<file path="src/rtl/gbn_pkg.sv">
`timescale 1ns / 1ps
// ----------------------------------------------------------------------------
// gbn_pkg
// Shared constants, word types and control structs for the Go-Back-N sender
// window.
// ----------------------------------------------------------------------------
package gbn_pkg;

  localparam int SEQ_COUNT = 20;
  localparam int WINDOW    = 10;
  localparam int SEQ_W     = $clog2(SEQ_COUNT);

  localparam logic [15:0] TOTAL_RESET = 16'd0;
  localparam logic [7:0]  LIMIT_RESET = 8'd20;

  // configuration register indexes
  localparam logic [7:0] CFG_TOTAL_PACKETS = 8'd0;
  localparam logic [7:0] CFG_TIMEOUT_LIMIT = 8'd1;

  typedef logic [SEQ_W-1:0] seq_t;

  typedef struct packed {
    logic       start_req;
    logic       ack_present;
    logic [7:0] ack_code;
  } in_word_t;

  typedef struct packed {
    logic        send_valid;
    logic [7:0]  send_seq;
    logic [15:0] send_packet_index;
    logic        timeout_fired;
    logic [7:0]  rewind_count;
    logic [7:0]  base_seq;
    logic        transfer_done;
  } out_word_t;

  // controller to datapath
  typedef struct packed {
    logic capture;        // latch the input word
    logic do_send;        // send phase of a poll
    logic do_ack;         // ack / miss phase of a poll
    logic load_out;       // load the output register
    logic out_from_hold;  // take the held result instead of the fresh one
  } gbn_cmd_t;

  // forward distance from one sequence number to another, modulo SEQ_COUNT
  function automatic seq_t gbn_dist(input seq_t from, input seq_t to);
    logic [SEQ_W:0] t;
    t = {1'b0, to} + (SEQ_W+1)'(SEQ_COUNT) - {1'b0, from};
    if (t >= (SEQ_W+1)'(SEQ_COUNT)) begin
      t = t - (SEQ_W+1)'(SEQ_COUNT);
    end
    return t[SEQ_W-1:0];
  endfunction

  function automatic seq_t gbn_inc(input seq_t s);
    return (s == seq_t'(SEQ_COUNT - 1)) ? '0 : s + seq_t'(1);
  endfunction

endpackage

</file>
<file path="src/rtl/gbn_ctrl.sv">
`timescale 1ns / 1ps
// ----------------------------------------------------------------------------
// gbn_ctrl
// Poll sequencer: accept, send phase, ack phase, then hand the result word
// to the output register (holding it back while the output is still full).
// ----------------------------------------------------------------------------
module gbn_ctrl (
  input  logic            clk,
  input  logic            rst_n,
  input  logic            in_valid,
  output logic            in_stall,
  input  logic            out_stall,
  output logic            out_valid,
  output gbn_pkg::gbn_cmd_t cmd
);
  import gbn_pkg::*;

  typedef enum logic [1:0] {
    ST_IDLE,
    ST_SEND,
    ST_ACK,
    ST_HOLD
  } state_t;

  state_t state_r, state_nxt;
  logic   out_valid_r, out_valid_nxt;
  logic   out_free;

  assign out_free = !out_valid_r || !out_stall;

  always_comb begin
    state_nxt = state_r;
    cmd       = '0;
    unique case (state_r)
      ST_IDLE: begin
        cmd.capture = in_valid;
        if (in_valid) state_nxt = ST_SEND;
      end
      ST_SEND: begin
        cmd.do_send = 1'b1;
        state_nxt   = ST_ACK;
      end
      ST_ACK: begin
        cmd.do_ack   = 1'b1;
        cmd.load_out = out_free;
        state_nxt    = out_free ? ST_IDLE : ST_HOLD;
      end
      ST_HOLD: begin
        cmd.out_from_hold = 1'b1;
        cmd.load_out      = out_free;
        if (out_free) state_nxt = ST_IDLE;
      end
      default: state_nxt = ST_IDLE;
    endcase
  end

  always_comb begin
    out_valid_nxt = out_valid_r;
    if (cmd.load_out) begin
      out_valid_nxt = 1'b1;
    end else if (!out_stall) begin
      out_valid_nxt = 1'b0;
    end
  end

  always_ff @(posedge clk) begin
    if (!rst_n) begin
      state_r     <= ST_IDLE;
      out_valid_r <= 1'b0;
    end else begin
      state_r     <= state_nxt;
      out_valid_r <= out_valid_nxt;
    end
  end

  assign in_stall  = (state_r != ST_IDLE);
  assign out_valid = out_valid_r;

endmodule

</file>
<file path="src/rtl/gbn_datapath.sv">
`timescale 1ns / 1ps
// ----------------------------------------------------------------------------
// gbn_datapath
// Window state (slot flags, next/base sequence, counters), configuration
// registers, input latch and output register.
// ----------------------------------------------------------------------------
module gbn_datapath (
  input  logic               clk,
  input  logic               rst_n,
  input  gbn_pkg::gbn_cmd_t  cmd,
  input  gbn_pkg::in_word_t  in_data,
  input  logic               cfg_wr,
  input  logic [7:0]         cfg_index,
  input  logic [15:0]        cfg_data,
  output gbn_pkg::out_word_t out_data
);
  import gbn_pkg::*;

  logic [15:0]          total_r;
  logic [7:0]           limit_r;
  in_word_t             in_r;

  logic [SEQ_COUNT-1:0] slot_free_r, slot_nxt;
  seq_t                 next_r, next_nxt;
  seq_t                 base_r, base_nxt;
  logic [15:0]          sent_r, sent_nxt;
  logic [7:0]           miss_r, miss_nxt;
  logic                 done_r, done_nxt;

  // send-phase result, kept for the ack phase
  logic                 sv_r;
  seq_t                 sseq_r;
  logic [15:0]          sidx_r;

  out_word_t            res_comb, res_r, out_r;

  // send phase
  seq_t   outst_now;
  logic   send_ok;

  assign outst_now = gbn_dist(base_r, next_r);
  assign send_ok   = !in_r.start_req && !done_r && (outst_now < seq_t'(WINDOW)) &&
                     slot_free_r[next_r] && (sent_r < total_r);

  // ack / miss phase
  logic       ack_ok;
  seq_t       idx, span;
  logic [8:0] miss_inc;
  logic       tf;
  logic [7:0] rcount;

  always_comb begin
    ack_ok   = in_r.ack_present && (in_r.ack_code != 8'd0) &&
               (in_r.ack_code <= 8'(SEQ_COUNT));
    idx      = seq_t'(in_r.ack_code - 8'd1);
    span     = gbn_dist(base_r, idx);
    miss_inc = {1'b0, miss_r} + 9'd1;

    slot_nxt = slot_free_r;
    next_nxt = next_r;
    base_nxt = base_r;
    sent_nxt = sent_r;
    miss_nxt = miss_r;
    tf       = 1'b0;
    rcount   = 8'd0;

    if (!in_r.start_req && !done_r) begin
      if (ack_ok) begin
        if (span < outst_now) begin
          for (int j = 0; j < SEQ_COUNT; j++) begin
            if (gbn_dist(base_r, seq_t'(j)) <= span) slot_nxt[j] = 1'b1;
          end
          base_nxt = gbn_inc(idx);
        end
        miss_nxt = 8'd0;
      end else if (miss_inc > {1'b0, limit_r}) begin
        // go back to the window base
        miss_nxt = 8'd0;
        tf       = 1'b1;
        rcount   = 8'(outst_now);
        for (int j = 0; j < SEQ_COUNT; j++) begin
          if (gbn_dist(base_r, seq_t'(j)) < seq_t'(WINDOW)) slot_nxt[j] = 1'b1;
        end
        sent_nxt = (sent_r >= 16'(outst_now)) ? sent_r - 16'(outst_now) : 16'd0;
        next_nxt = base_r;
      end else begin
        miss_nxt = miss_inc[7:0];
      end
    end

    done_nxt = done_r;
    if (!done_r && (sent_nxt >= total_r) && (&slot_nxt)) done_nxt = 1'b1;

    res_comb.send_valid        = sv_r;
    res_comb.send_seq          = 8'(sseq_r);
    res_comb.send_packet_index = sidx_r;
    res_comb.timeout_fired     = tf;
    res_comb.rewind_count      = rcount;
    res_comb.base_seq          = 8'(base_nxt);
    res_comb.transfer_done     = done_nxt;
  end

  always_ff @(posedge clk) begin
    if (!rst_n) begin
      total_r     <= TOTAL_RESET;
      limit_r     <= LIMIT_RESET;
      slot_free_r <= '1;
      next_r      <= '0;
      base_r      <= '0;
      sent_r      <= 16'd0;
      miss_r      <= 8'd0;
      done_r      <= 1'b0;
    end else begin
      if (cfg_wr) begin
        unique case (cfg_index)
          CFG_TOTAL_PACKETS: total_r <= cfg_data;
          CFG_TIMEOUT_LIMIT: limit_r <= cfg_data[7:0];
          default: ;
        endcase
      end
      if (cmd.do_send) begin
        if (in_r.start_req) begin
          slot_free_r <= '1;
          next_r      <= '0;
          base_r      <= '0;
          sent_r      <= 16'd0;
          miss_r      <= 8'd0;
          done_r      <= 1'b0;
        end else if (send_ok) begin
          slot_free_r[next_r] <= 1'b0;
          next_r              <= gbn_inc(next_r);
          sent_r              <= sent_r + 16'd1;
        end
      end
      if (cmd.do_ack) begin
        slot_free_r <= slot_nxt;
        next_r      <= next_nxt;
        base_r      <= base_nxt;
        sent_r      <= sent_nxt;
        miss_r      <= miss_nxt;
        done_r      <= done_nxt;
      end
    end
  end

  // payload registers
  always_ff @(posedge clk) begin
    if (cmd.capture) in_r <= in_data;
    if (cmd.do_send) begin
      sv_r   <= send_ok;
      sseq_r <= send_ok ? next_r : '0;
      sidx_r <= send_ok ? sent_r : 16'd0;
    end
    if (cmd.do_ack) res_r <= res_comb;
    if (cmd.load_out) out_r <= cmd.out_from_hold ? res_r : res_comb;
  end

  assign out_data = out_r;

endmodule

</file>
<file path="src/rtl/go_back_n_sender_window_top.sv">
`timescale 1ns / 1ps
// ----------------------------------------------------------------------------
// go_back_n_sender_window_top
// Go-Back-N sender window: one poll in, one result word out.
// ----------------------------------------------------------------------------
// Result path: poll accept, send phase, ack phase, then the output register.
// A new poll is accepted only once the previous one is back in idle;
//   the window registers are updated twice per poll, first by the send and
//   then by the ack or miss. A stalled output holds the next result in ST_HOLD.
// A pending result waits in the output register while the next poll starts.
// Reset (rst_n low, synchronous): window cleared, total_packets 0, limit 20.
module go_back_n_sender_window_top (
  input  logic               clk,
  input  logic               rst_n,
  input  logic               in_valid,
  output logic               in_stall,
  input  gbn_pkg::in_word_t  in_data,
  output logic               out_valid,
  input  logic               out_stall,
  output gbn_pkg::out_word_t out_data,
  input  logic               cfg_valid,
  output logic               cfg_ready,
  input  logic [7:0]         cfg_index,
  input  logic [15:0]        cfg_data
);
  import gbn_pkg::*;

  gbn_cmd_t cmd;

  assign cfg_ready = 1'b1;

  gbn_ctrl u_ctrl (
    .clk       (clk),
    .rst_n     (rst_n),
    .in_valid  (in_valid),
    .in_stall  (in_stall),
    .out_stall (out_stall),
    .out_valid (out_valid),
    .cmd       (cmd)
  );

  gbn_datapath u_dp (
    .clk       (clk),
    .rst_n     (rst_n),
    .cmd       (cmd),
    .in_data   (in_data),
    .cfg_wr    (cfg_valid && cfg_ready),
    .cfg_index (cfg_index),
    .cfg_data  (cfg_data),
    .out_data  (out_data)
  );

endmodule

</file>
<file path="config.mk">
export PLATFORM = sky130hd
export DESIGN_NAME = go_back_n_sender_window_top
export DESIGN_NICKNAME = d
export VERILOG_FILES = /design/src/rtl/gbn_pkg.sv /design/src/rtl/gbn_ctrl.sv /design/src/rtl/gbn_datapath.sv /design/src/rtl/go_back_n_sender_window_top.sv
export SDC_FILE = /design/constraint.sdc
export NUM_CORES = 1
export LEC_CHECK = 0
export BUFFER_PORTS_ARGS = -buffer_cell sky130_fd_sc_hd__buf_2
export CAP_MARGIN = 20
export CORE_AREA = 4 4 155 172
export DETAILED_ROUTE_END_ITERATION = 10
export DIE_AREA = 0 0 159 176
export PLACE_DENSITY = 0.77
export SLEW_MARGIN = 20
export SYNTH_ARGS = -nofsm -noshare
export SYNTH_HDL_FRONTEND = slang
export SYNTH_SLANG_ARGS = --single-unit
</file>
<file path="constraint.sdc">
create_clock -name clk -period 15.8 [get_ports clk]
set_clock_uncertainty 0.15 [all_clocks]
set_input_delay 2.37 -clock clk [delete_from_list [all_inputs] [get_ports clk]]
set_output_delay 2.37 -clock clk [all_outputs]
set_load 0.02 [all_outputs]
</file>
Word level (Yosys, flattened, before mapping)
Cells that the tools add are included.
{"block": "word_totals", "reg_bits": 188, "in_bits": 39, "output_inout_bits": 46, "elab_cells": 442}
{"block": "op_classes", "add_sub_neg": 52, "magnitude_cmp": 71, "n_eq_ne": 12, "muxes": 245, "bitwise": 2, "reduce_logical": 30}
{"op": "5-bit 2-to-1 mux", "count": 158}
{"op": "20-bit 2-to-1 mux", "count": 8}
{"op": "6-bit by 5-bit >= comparator with 1-bit output, second input constant", "count": 22}
{"op": "16-bit 2-to-1 mux", "count": 8}
{"op": "5-bit subtractor, second input constant", "count": 22}
{"op": "5-bit by 4-bit < comparator with 1-bit output, second input constant", "count": 21}
{"op": "5-bit <= comparator", "count": 20}
{"op": "5-bit by 5-bit subtractor with 6-bit output, first input constant", "count": 12}
{"op": "8-bit 2-to-1 mux", "count": 8}
{"op": "1-bit 2-to-1 mux", "count": 56}
{"op": "6-bit by 5-bit subtractor with 6-bit output, first input constant", "count": 8}
{"op": "43-bit 2-to-1 mux", "count": 1}
{"op": "20-bit bitwise AND", "count": 1}
{"op": "20-bit NOT", "count": 1}
{"op": "20-bit AND reduction", "count": 1}
{"op": "16-bit by 1-bit adder with 16-bit output, second input constant", "count": 1}
{"op": "16-bit >= comparator", "count": 1}
{"op": "16-bit by 5-bit >= comparator with 1-bit output", "count": 1}
{"op": "16-bit < comparator", "count": 1}
{"op": "16-bit by 5-bit subtractor with 16-bit output", "count": 1}
{"op": "5-bit by 5-bit adder with 6-bit output, second input constant", "count": 2}
{"op": "6-bit by 5-bit subtractor with 6-bit output", "count": 2}
{"op": "5-bit by 1-bit adder with 5-bit output, second input constant", "count": 2}
{"op": "5-bit == test, second input constant", "count": 2}
{"op": "other kinds (28)", "count": 52}

Longest topological paths before layout
{"block": "logic_depth", "word_depth": 18, "ltp_mapped": 30, "depth_no_buf": 29}

By module
A second synthesis with hierarchy kept.
{"block": "hier_totals", "hier_cells": 1614, "hier_area_um2": 14551.5}
{"mod": "gbn_datapath", "n_inst": 1, "cells_each": 1595, "area_per_inst_um2": 14390.1, "seq_area_each_um2": 4584.4}
{"mod": "gbn_ctrl", "n_inst": 1, "cells_each": 17, "area_per_inst_um2": 150.1, "seq_area_each_um2": 60.1}
{"mod": "go_back_n_sender_window_top", "n_inst": 1, "cells_each": 2, "area_per_inst_um2": 11.3, "seq_area_each_um2": 0.0}

Least setup slack after synthesis
OpenSTA, ideal clock, no wires.
{"block": "synth_path", "path_kind": "flip-flop to flip-flop", "start": "register u_dp.base_r[1]", "end": "register u_dp.out_r, in the netlist u_dp.out_data[0] (data pin)", "setup_ns": 0.273, "arrival_time_ns": 5.800, "required_time_ns": 15.377, "setup_slack_ns": 9.576, "path_stages_with_launch": 30, "n_path_buf": 1, "synth_period_minus_slack_ns": 6.224, "path_cell_list": "dfxtp_1 buf_2 clkinv_1 ha_1 ha_1 inv_1 fa_1 xor2_1 ha_1 nand3b_1 a2bb2oi_1 and2_1 nor3_2 or2_1 a211o_1 a31o_2 nand3_1 o211ai_1 ha_1 nand2b_1 a21o_1 a21o_1 a21o_1 a21o_1 a21o_1 a211o_1 a21oi_1 a221o_1 or4_4 o221ai_1"}
{"block": "synth_via", "elab_chain_cells": 15, "word_cells_on_any_way": 305, "classes_between": "45 x add/sub; 65 x order compare; 192 x mux; 3 x reduce/logical"}
{"element": "from (decl)", "line_no": "gbn_datapath.sv:25", "text": "seq_t base_r, base_nxt;"}
{"element": "from (signal assigned)", "line_no": "gbn_datapath.sv:138", "text": "base_r <= base_nxt;"}
{"element": "branches (longest 12 deep; another with 16-bit by 5-bit subtractor with 16-bit output)"}
{"element": "1-bit logical AND *", "line_no": "gbn_datapath.sv:92", "text": "if (!done_r && (sent_nxt >= total_r) && (&slot_nxt)) done_nxt = 1'b1;"}
{"element": "1-bit 2-to-1 mux *", "line_no": "gbn_datapath.sv:92"}
{"element": "43-bit 2-to-1 mux *", "line_no": "gbn_datapath.sv:155", "text": "if (cmd.load_out) out_r <= cmd.out_from_hold ? res_r : res_comb;"}
{"element": "to (signal assigned)", "line_no": "gbn_datapath.sv:155"}
{"element": "to (decl)", "line_no": "gbn_datapath.sv:35", "text": "out_word_t res_comb, res_r, out_r;"}
Every way passes the cells marked *. The select of a mux whose other input is x is not followed.
A chain may end at the register's enable or synchronous reset.

Final worst setup path
Same ends and word-level chain as after synthesis.

==> impl_results.html <==
<table>
<tr><th>Metric</th><th>Value</th></tr>
<tr><th colspan="2">Detailed routing</th></tr>
<tr><td>Via Count</td><td>12700</td></tr>
<tr><td>1st-iter DRT viols</td><td>approximately 1500</td></tr>
<tr><td>Post-DR wirelength/cell</td><td>roughly 20 um</td></tr>
<tr><td>Length of the first detailed-routing pass in iterations</td><td>6</td></tr>
<tr><td>Total wire length</td><td>roughly 40000 um</td></tr>
<tr><td>Via-to-Cell Ratio</td><td>6.34</td></tr>
<tr><td>Remaining routing DRC violations</td><td>0</td></tr>
<tr><td>Post-route antenna net violation count</td><td>0</td></tr>
<tr><th colspan="2">Yosys</th></tr>
<tr><td>Cell taking the most area after synthesis</td><td>sky130_fd_sc_hd__edfxtp_1</td></tr>
<tr><td>Share of synthesized flip-flops with an asynchronous set or reset</td><td>0%</td></tr>
<tr><td>Most common cell in the synthesized netlist</td><td>sky130_fd_sc_hd__ha_1</td></tr>
<tr><td>Instance count of the mapped netlist</td><td>1645</td></tr>
<tr><td>Area share of the largest cell type after synthesis</td><td>slightly above 20%</td></tr>
<tr><td>Yosys warning total</td><td>0</td></tr>
<tr><td>Unique masters post-synth</td><td>97</td></tr>
<tr><td>Cell types with the highest counts after synthesis</td><td>182 x sky130_fd_sc_hd__ha_1, 111 x sky130_fd_sc_hd__nand2_1, 108 x sky130_fd_sc_hd__nor2_1</td></tr>
<tr><td>Register area share after synthesis</td><td>31.3%</td></tr>
<tr><td>Combined area of all synthesized cells</td><td>14800 um^2</td></tr>
<tr><td>Synth Register Bits</td><td>approximately 180</td></tr>
<tr><td>Top cells by area in the synthesized netlist</td><td>sky130_fd_sc_hd__edfxtp_1 20%, sky130_fd_sc_hd__ha_1 15%, sky130_fd_sc_hd__dfxtp_1 11%</td></tr>
<tr><td>Average cell area after synthesis</td><td>9.01 um^2</td></tr>
<tr><td>Most used flip-flop cell after synthesis</td><td>sky130_fd_sc_hd__edfxtp_1</td></tr>
<tr><td>Number of flops mapped to enable cells by yosys</td><td>100</td></tr>
<tr><th colspan="2">Setup path</th></tr>
<tr><td>Setup crit end kind</td><td>flip-flop</td></tr>
<tr><td>Kind of cell with the highest combined delay on the critical path</td><td>compound AO/OA/AOI/OAI gates</td></tr>
<tr><td>WP data required</td><td>15810 ps</td></tr>
<tr><td>Delay contributed by the slowest stage of the critical path</td><td>750 ps</td></tr>
<tr><td>Reg2Reg Setup Slack</td><td>7800 ps</td></tr>
<tr><td>CP Buf/Inv Count</td><td>2</td></tr>
<tr><td>Largest fanout of any net on the critical path</td><td>17</td></tr>
<tr><td>CP startpoint kind</td><td>flip-flop</td></tr>
<tr><td>Arrival time at the worst endpoint</td><td>8000 ps</td></tr>
<tr><td>Critical setup path kind</td><td>flip-flop to flip-flop</td></tr>
<tr><td>Standard cell with the maximum stage delay on the critical path</td><td>sky130_fd_sc_hd__nor3_2</td></tr>
<tr><td>Worst path most repeated cell</td><td>sky130_fd_sc_hd__a21o_1</td></tr>
<tr><th colspan="2">Pwr</th></tr>
<tr><td>Peak supply drop</td><td>105 uV</td></tr>
<tr><td>PD cells</td><td>~120 nW/um^2</td></tr>
<tr><td>Leakage</td><td>6.91 nW</td></tr>
<tr><th colspan="2">Clock network</th></tr>
<tr><td>Total number of clock tree sinks</td><td>between 150 and 200</td></tr>
<tr><td>Skew-Pair Late Insertion Delay</td><td>between 400 and 500 ps</td></tr>
<tr><td>CTS hold repair buffers</td><td>0</td></tr>
<tr><td>Post CTS Setup Buffer Count</td><td>0</td></tr>
<tr><td>Buffer depth of the longest clock path</td><td>2</td></tr>
<tr><td>Maximum level of the CTS H-tree</td><td>4</td></tr>
<tr><td>Number of buffers created by CTS</td><td>17</td></tr>
<tr><td>Cell chosen for the clock root</td><td>sky130_fd_sc_hd__clkbuf_16</td></tr>
<tr><td>Clock slew seen by the registers of the worst setup and hold paths</td><td>80 ps</td></tr>
<tr><td>Number of resized instances in the post-cts repair step</td><td>0</td></tr>
<tr><td>CTS tree</td><td>built</td></tr>
<tr><th colspan="2">Min path</th></tr>
<tr><td>Min-delay worst type</td><td>flip-flop to flip-flop</td></tr>
<tr><th colspan="2">Timing</th></tr>
<tr><td>Final worst-path cycle share</td><td>50.6%</td></tr>
<tr><td>Count of endpoints failing setup in the final report</td><td>0</td></tr>
<tr><td>Max_slew headroom</td><td>31.1%</td></tr>
<tr><td>RSZ-0062 raised after global routing</td><td>false</td></tr>
<tr><td>Final Worst Setup Slack</td><td>7800 ps</td></tr>
<tr><td>Actual slew at the worst max-slew pin</td><td>between 1000 and 1500 ps</td></tr>
<tr><td>Final Hold Vio Count</td><td>0</td></tr>
<tr><td>Final critical-path required period</td><td>between 7000 and 8000 ps</td></tr>
<tr><td>Max Transition Viols Final</td><td>0</td></tr>
<tr><td>Total Neg Setup Slack</td><td>0 ps</td></tr>
<tr><td>Maximum clock frequency</td><td>roughly 130 MHz</td></tr>
<tr><th colspan="2">Global routing</th></tr>
<tr><td>Number of global-route vias before repair</td><td>~12000</td></tr>
<tr><td>Maximum number of pins on one net before global-route repair</td><td>88</td></tr>
<tr><td>Global-route wire length before repair</td><td>between 60000 and 70000 um</td></tr>
<tr><td>Aggregate global-route resource usage</td><td>28.5%</td></tr>
<tr><td>Number of antenna violations at the first check in global routing</td><td>0</td></tr>
<tr><td>Remaining global-route overflow</td><td>0</td></tr>
<tr><th colspan="2">Placed design</th></tr>
<tr><td>Port Buffer Count</td><td>74</td></tr>
<tr><td>Final GP Congestion</td><td>roughly 0.97</td></tr>
<tr><td>HPWL after detailed placement</td><td>29800 um</td></tr>
<tr><td>Post-place setup slack</td><td>8060 ps</td></tr>
<tr><td>Placed Instance Area</td><td>15400 um^2</td></tr>
<tr><th colspan="2">Status</th></tr>
<tr><td>Outcome</td><td>finished clean</td></tr>
<tr><th colspan="2">Floorplanning</th></tr>
<tr><td>Die Outline Area</td><td>28000 um^2</td></tr>
<tr><td>Die extent in y</td><td>~180 um</td></tr>
<tr><td>Chip Width</td><td>approximately 160 um</td></tr>
<tr><td>Number of I/O pins</td><td>85</td></tr>
<tr><td>Number of rows created at floorplan</td><td>61</td></tr>
<tr><td>Effective utilization at floorplan</td><td>59.4%</td></tr>
<tr><td>Floorplan core area</td><td>25000 um^2</td></tr>
<tr><th colspan="2">Job</th></tr>
<tr><td># Max-Cap Violations</td><td>0</td></tr>
<tr><th colspan="2">Layout</th></tr>
<tr><td>Post-route design area</td><td>16000 um^2</td></tr>
<tr><td>Ratio of cells with drive above 1 in the final layout</td><td>12.3%</td></tr>
<tr><td>Post-layout nets</td><td>1900</td></tr>
<tr><td>Area growth syn-to-layout</td><td>8.13%</td></tr>
<tr><td>Number of diodes added for antenna fixing</td><td>0</td></tr>
<tr><td>Post-route core utilization</td><td>64.2%</td></tr>
</table>
final timing paths:
path / cells past startpoint / start / to
worst max-delay path: 27 / u_dp.base_r[1]$_SDFFE_PN0P_ / u_dp.out_data[0]$_DFFE_PP_
worst min-delay path: 0 / u_dp.sidx_r[3]$_SDFFCE_PN0N_ / u_dp.res_r[21]$_DFFE_PP_
worst max register to register: 27 / u_dp.base_r[1]$_SDFFE_PN0P_ / u_dp.out_data[0]$_DFFE_PP_
worst min register to register: 0 / u_dp.sidx_r[3]$_SDFFCE_PN0N_ / u_dp.res_r[21]$_DFFE_PP_
per-stage QoR:
step	power, mW	instances	hold slack, ps
3_3_place_gp	1.42	1969	281
2_1_floorplan	1.22	1653	272
3_5_place_dp	1.45	1969	284
5_1_grt	2.04	2002	314
4_1_cts	1.90	2001	294
6_report	1.92	2002	303
routing by layer:
metal | GRT usage (%) | vias up | share of wire, %
met2 | 46.6 | 586 | 46
met4 | 9.91 | 0 | 3.2
li1 | - | 6008 | -
met1 | 38.8 | 6008 | 43
met3 | 4.72 | 93 | 8.4
met5 | 0 | - | 0
power by group:
part           internal, mW  total (mW)  switching (mW)
Sequential            0.543       0.577          0.0341
Clock                 0.224       0.460           0.236
Combinational         0.348       0.888           0.540
cell type report:
cell class              count  area, um^2
inverters                 109         409
flip-flops and latches    182        4640
fillers                  2047        8920
clock buffers              17         425
clock inverters            15         219
repair buffers             86         480
multi-input cells        1278        9460
well taps                 315         394
flip-flops by register name (all words and copies together), names as in the netlist:
register	flops
u_dp.next_r	5
u_dp.base_r	5
u_dp.res_r	34
u_dp.sseq_r	5
u_dp.sidx_r	16
u_dp.sent_r	16
u_dp.limit_r	8
u_dp.slot_free_r	20
u_ctrl.out_valid	1
u_dp.total_r	16
u_dp.miss_r	8
u_ctrl.state_r	2
u_dp.out_data	34
u_dp.sv_r	1
u_dp.done_r	1
u_dp.in_r	10
placed cells by master, fill, tap and decap left out, types with 11 or more instances in the layout:
| master | netlist | routed |
|---|---|---|
| sky130_fd_sc_hd__o21ai_0 | 106 | 106 |
| sky130_fd_sc_hd__nand4_1 | 14 | 14 |
| sky130_fd_sc_hd__a31oi_1 | 17 | 16 |
| sky130_fd_sc_hd__a21oi_1 | 95 | 94 |
| sky130_fd_sc_hd__buf_2 | 14 | 74 |
| sky130_fd_sc_hd__a21boi_0 | 19 | 19 |
| sky130_fd_sc_hd__o211a_1 | 11 | 11 |
| sky130_fd_sc_hd__clkbuf_16 | 0 | 17 |
| sky130_fd_sc_hd__edfxtp_1 | 100 | 100 |
| sky130_fd_sc_hd__xor2_1 | 18 | 18 |
| sky130_fd_sc_hd__a21o_1 | 62 | 62 |
| sky130_fd_sc_hd__ha_1 | 182 | 180 |
| sky130_fd_sc_hd__o211ai_1 | 19 | 19 |
| sky130_fd_sc_hd__mux2i_1 | 36 | 36 |
| sky130_fd_sc_hd__nand2b_1 | 15 | 15 |
| sky130_fd_sc_hd__a22oi_1 | 13 | 13 |
| sky130_fd_sc_hd__nor3_1 | 27 | 27 |
| sky130_fd_sc_hd__inv_1 | 102 | 102 |
| sky130_fd_sc_hd__mux2_2 | 37 | 37 |
| sky130_fd_sc_hd__nor2b_1 | 47 | 47 |
| sky130_fd_sc_hd__nand2_1 | 111 | 111 |
| sky130_fd_sc_hd__o22ai_1 | 12 | 12 |
| sky130_fd_sc_hd__nand3_1 | 45 | 45 |
| sky130_fd_sc_hd__and2_1 | 36 | 36 |
| sky130_fd_sc_hd__and3_1 | 13 | 13 |
| sky130_fd_sc_hd__dfxtp_1 | 82 | 82 |
| sky130_fd_sc_hd__nor2_1 | 108 | 107 |
| sky130_fd_sc_hd__xnor2_1 | 56 | 56 |
| sky130_fd_sc_hd__buf_4 | 11 | 11 |
kinds of logic after synthesis:
family                     synth area share (%)
DFF                                        31.3
muxes                                      6.00
buffers and inverters                      5.33
xor gates and xnor gates                   4.78
AOI/OAI and AO/OA                          20.2
adders and majority gates                  16.1
and+or+nand+nor                            16.2
other                                    0.0506
Power figures use the tool's default switching activity.
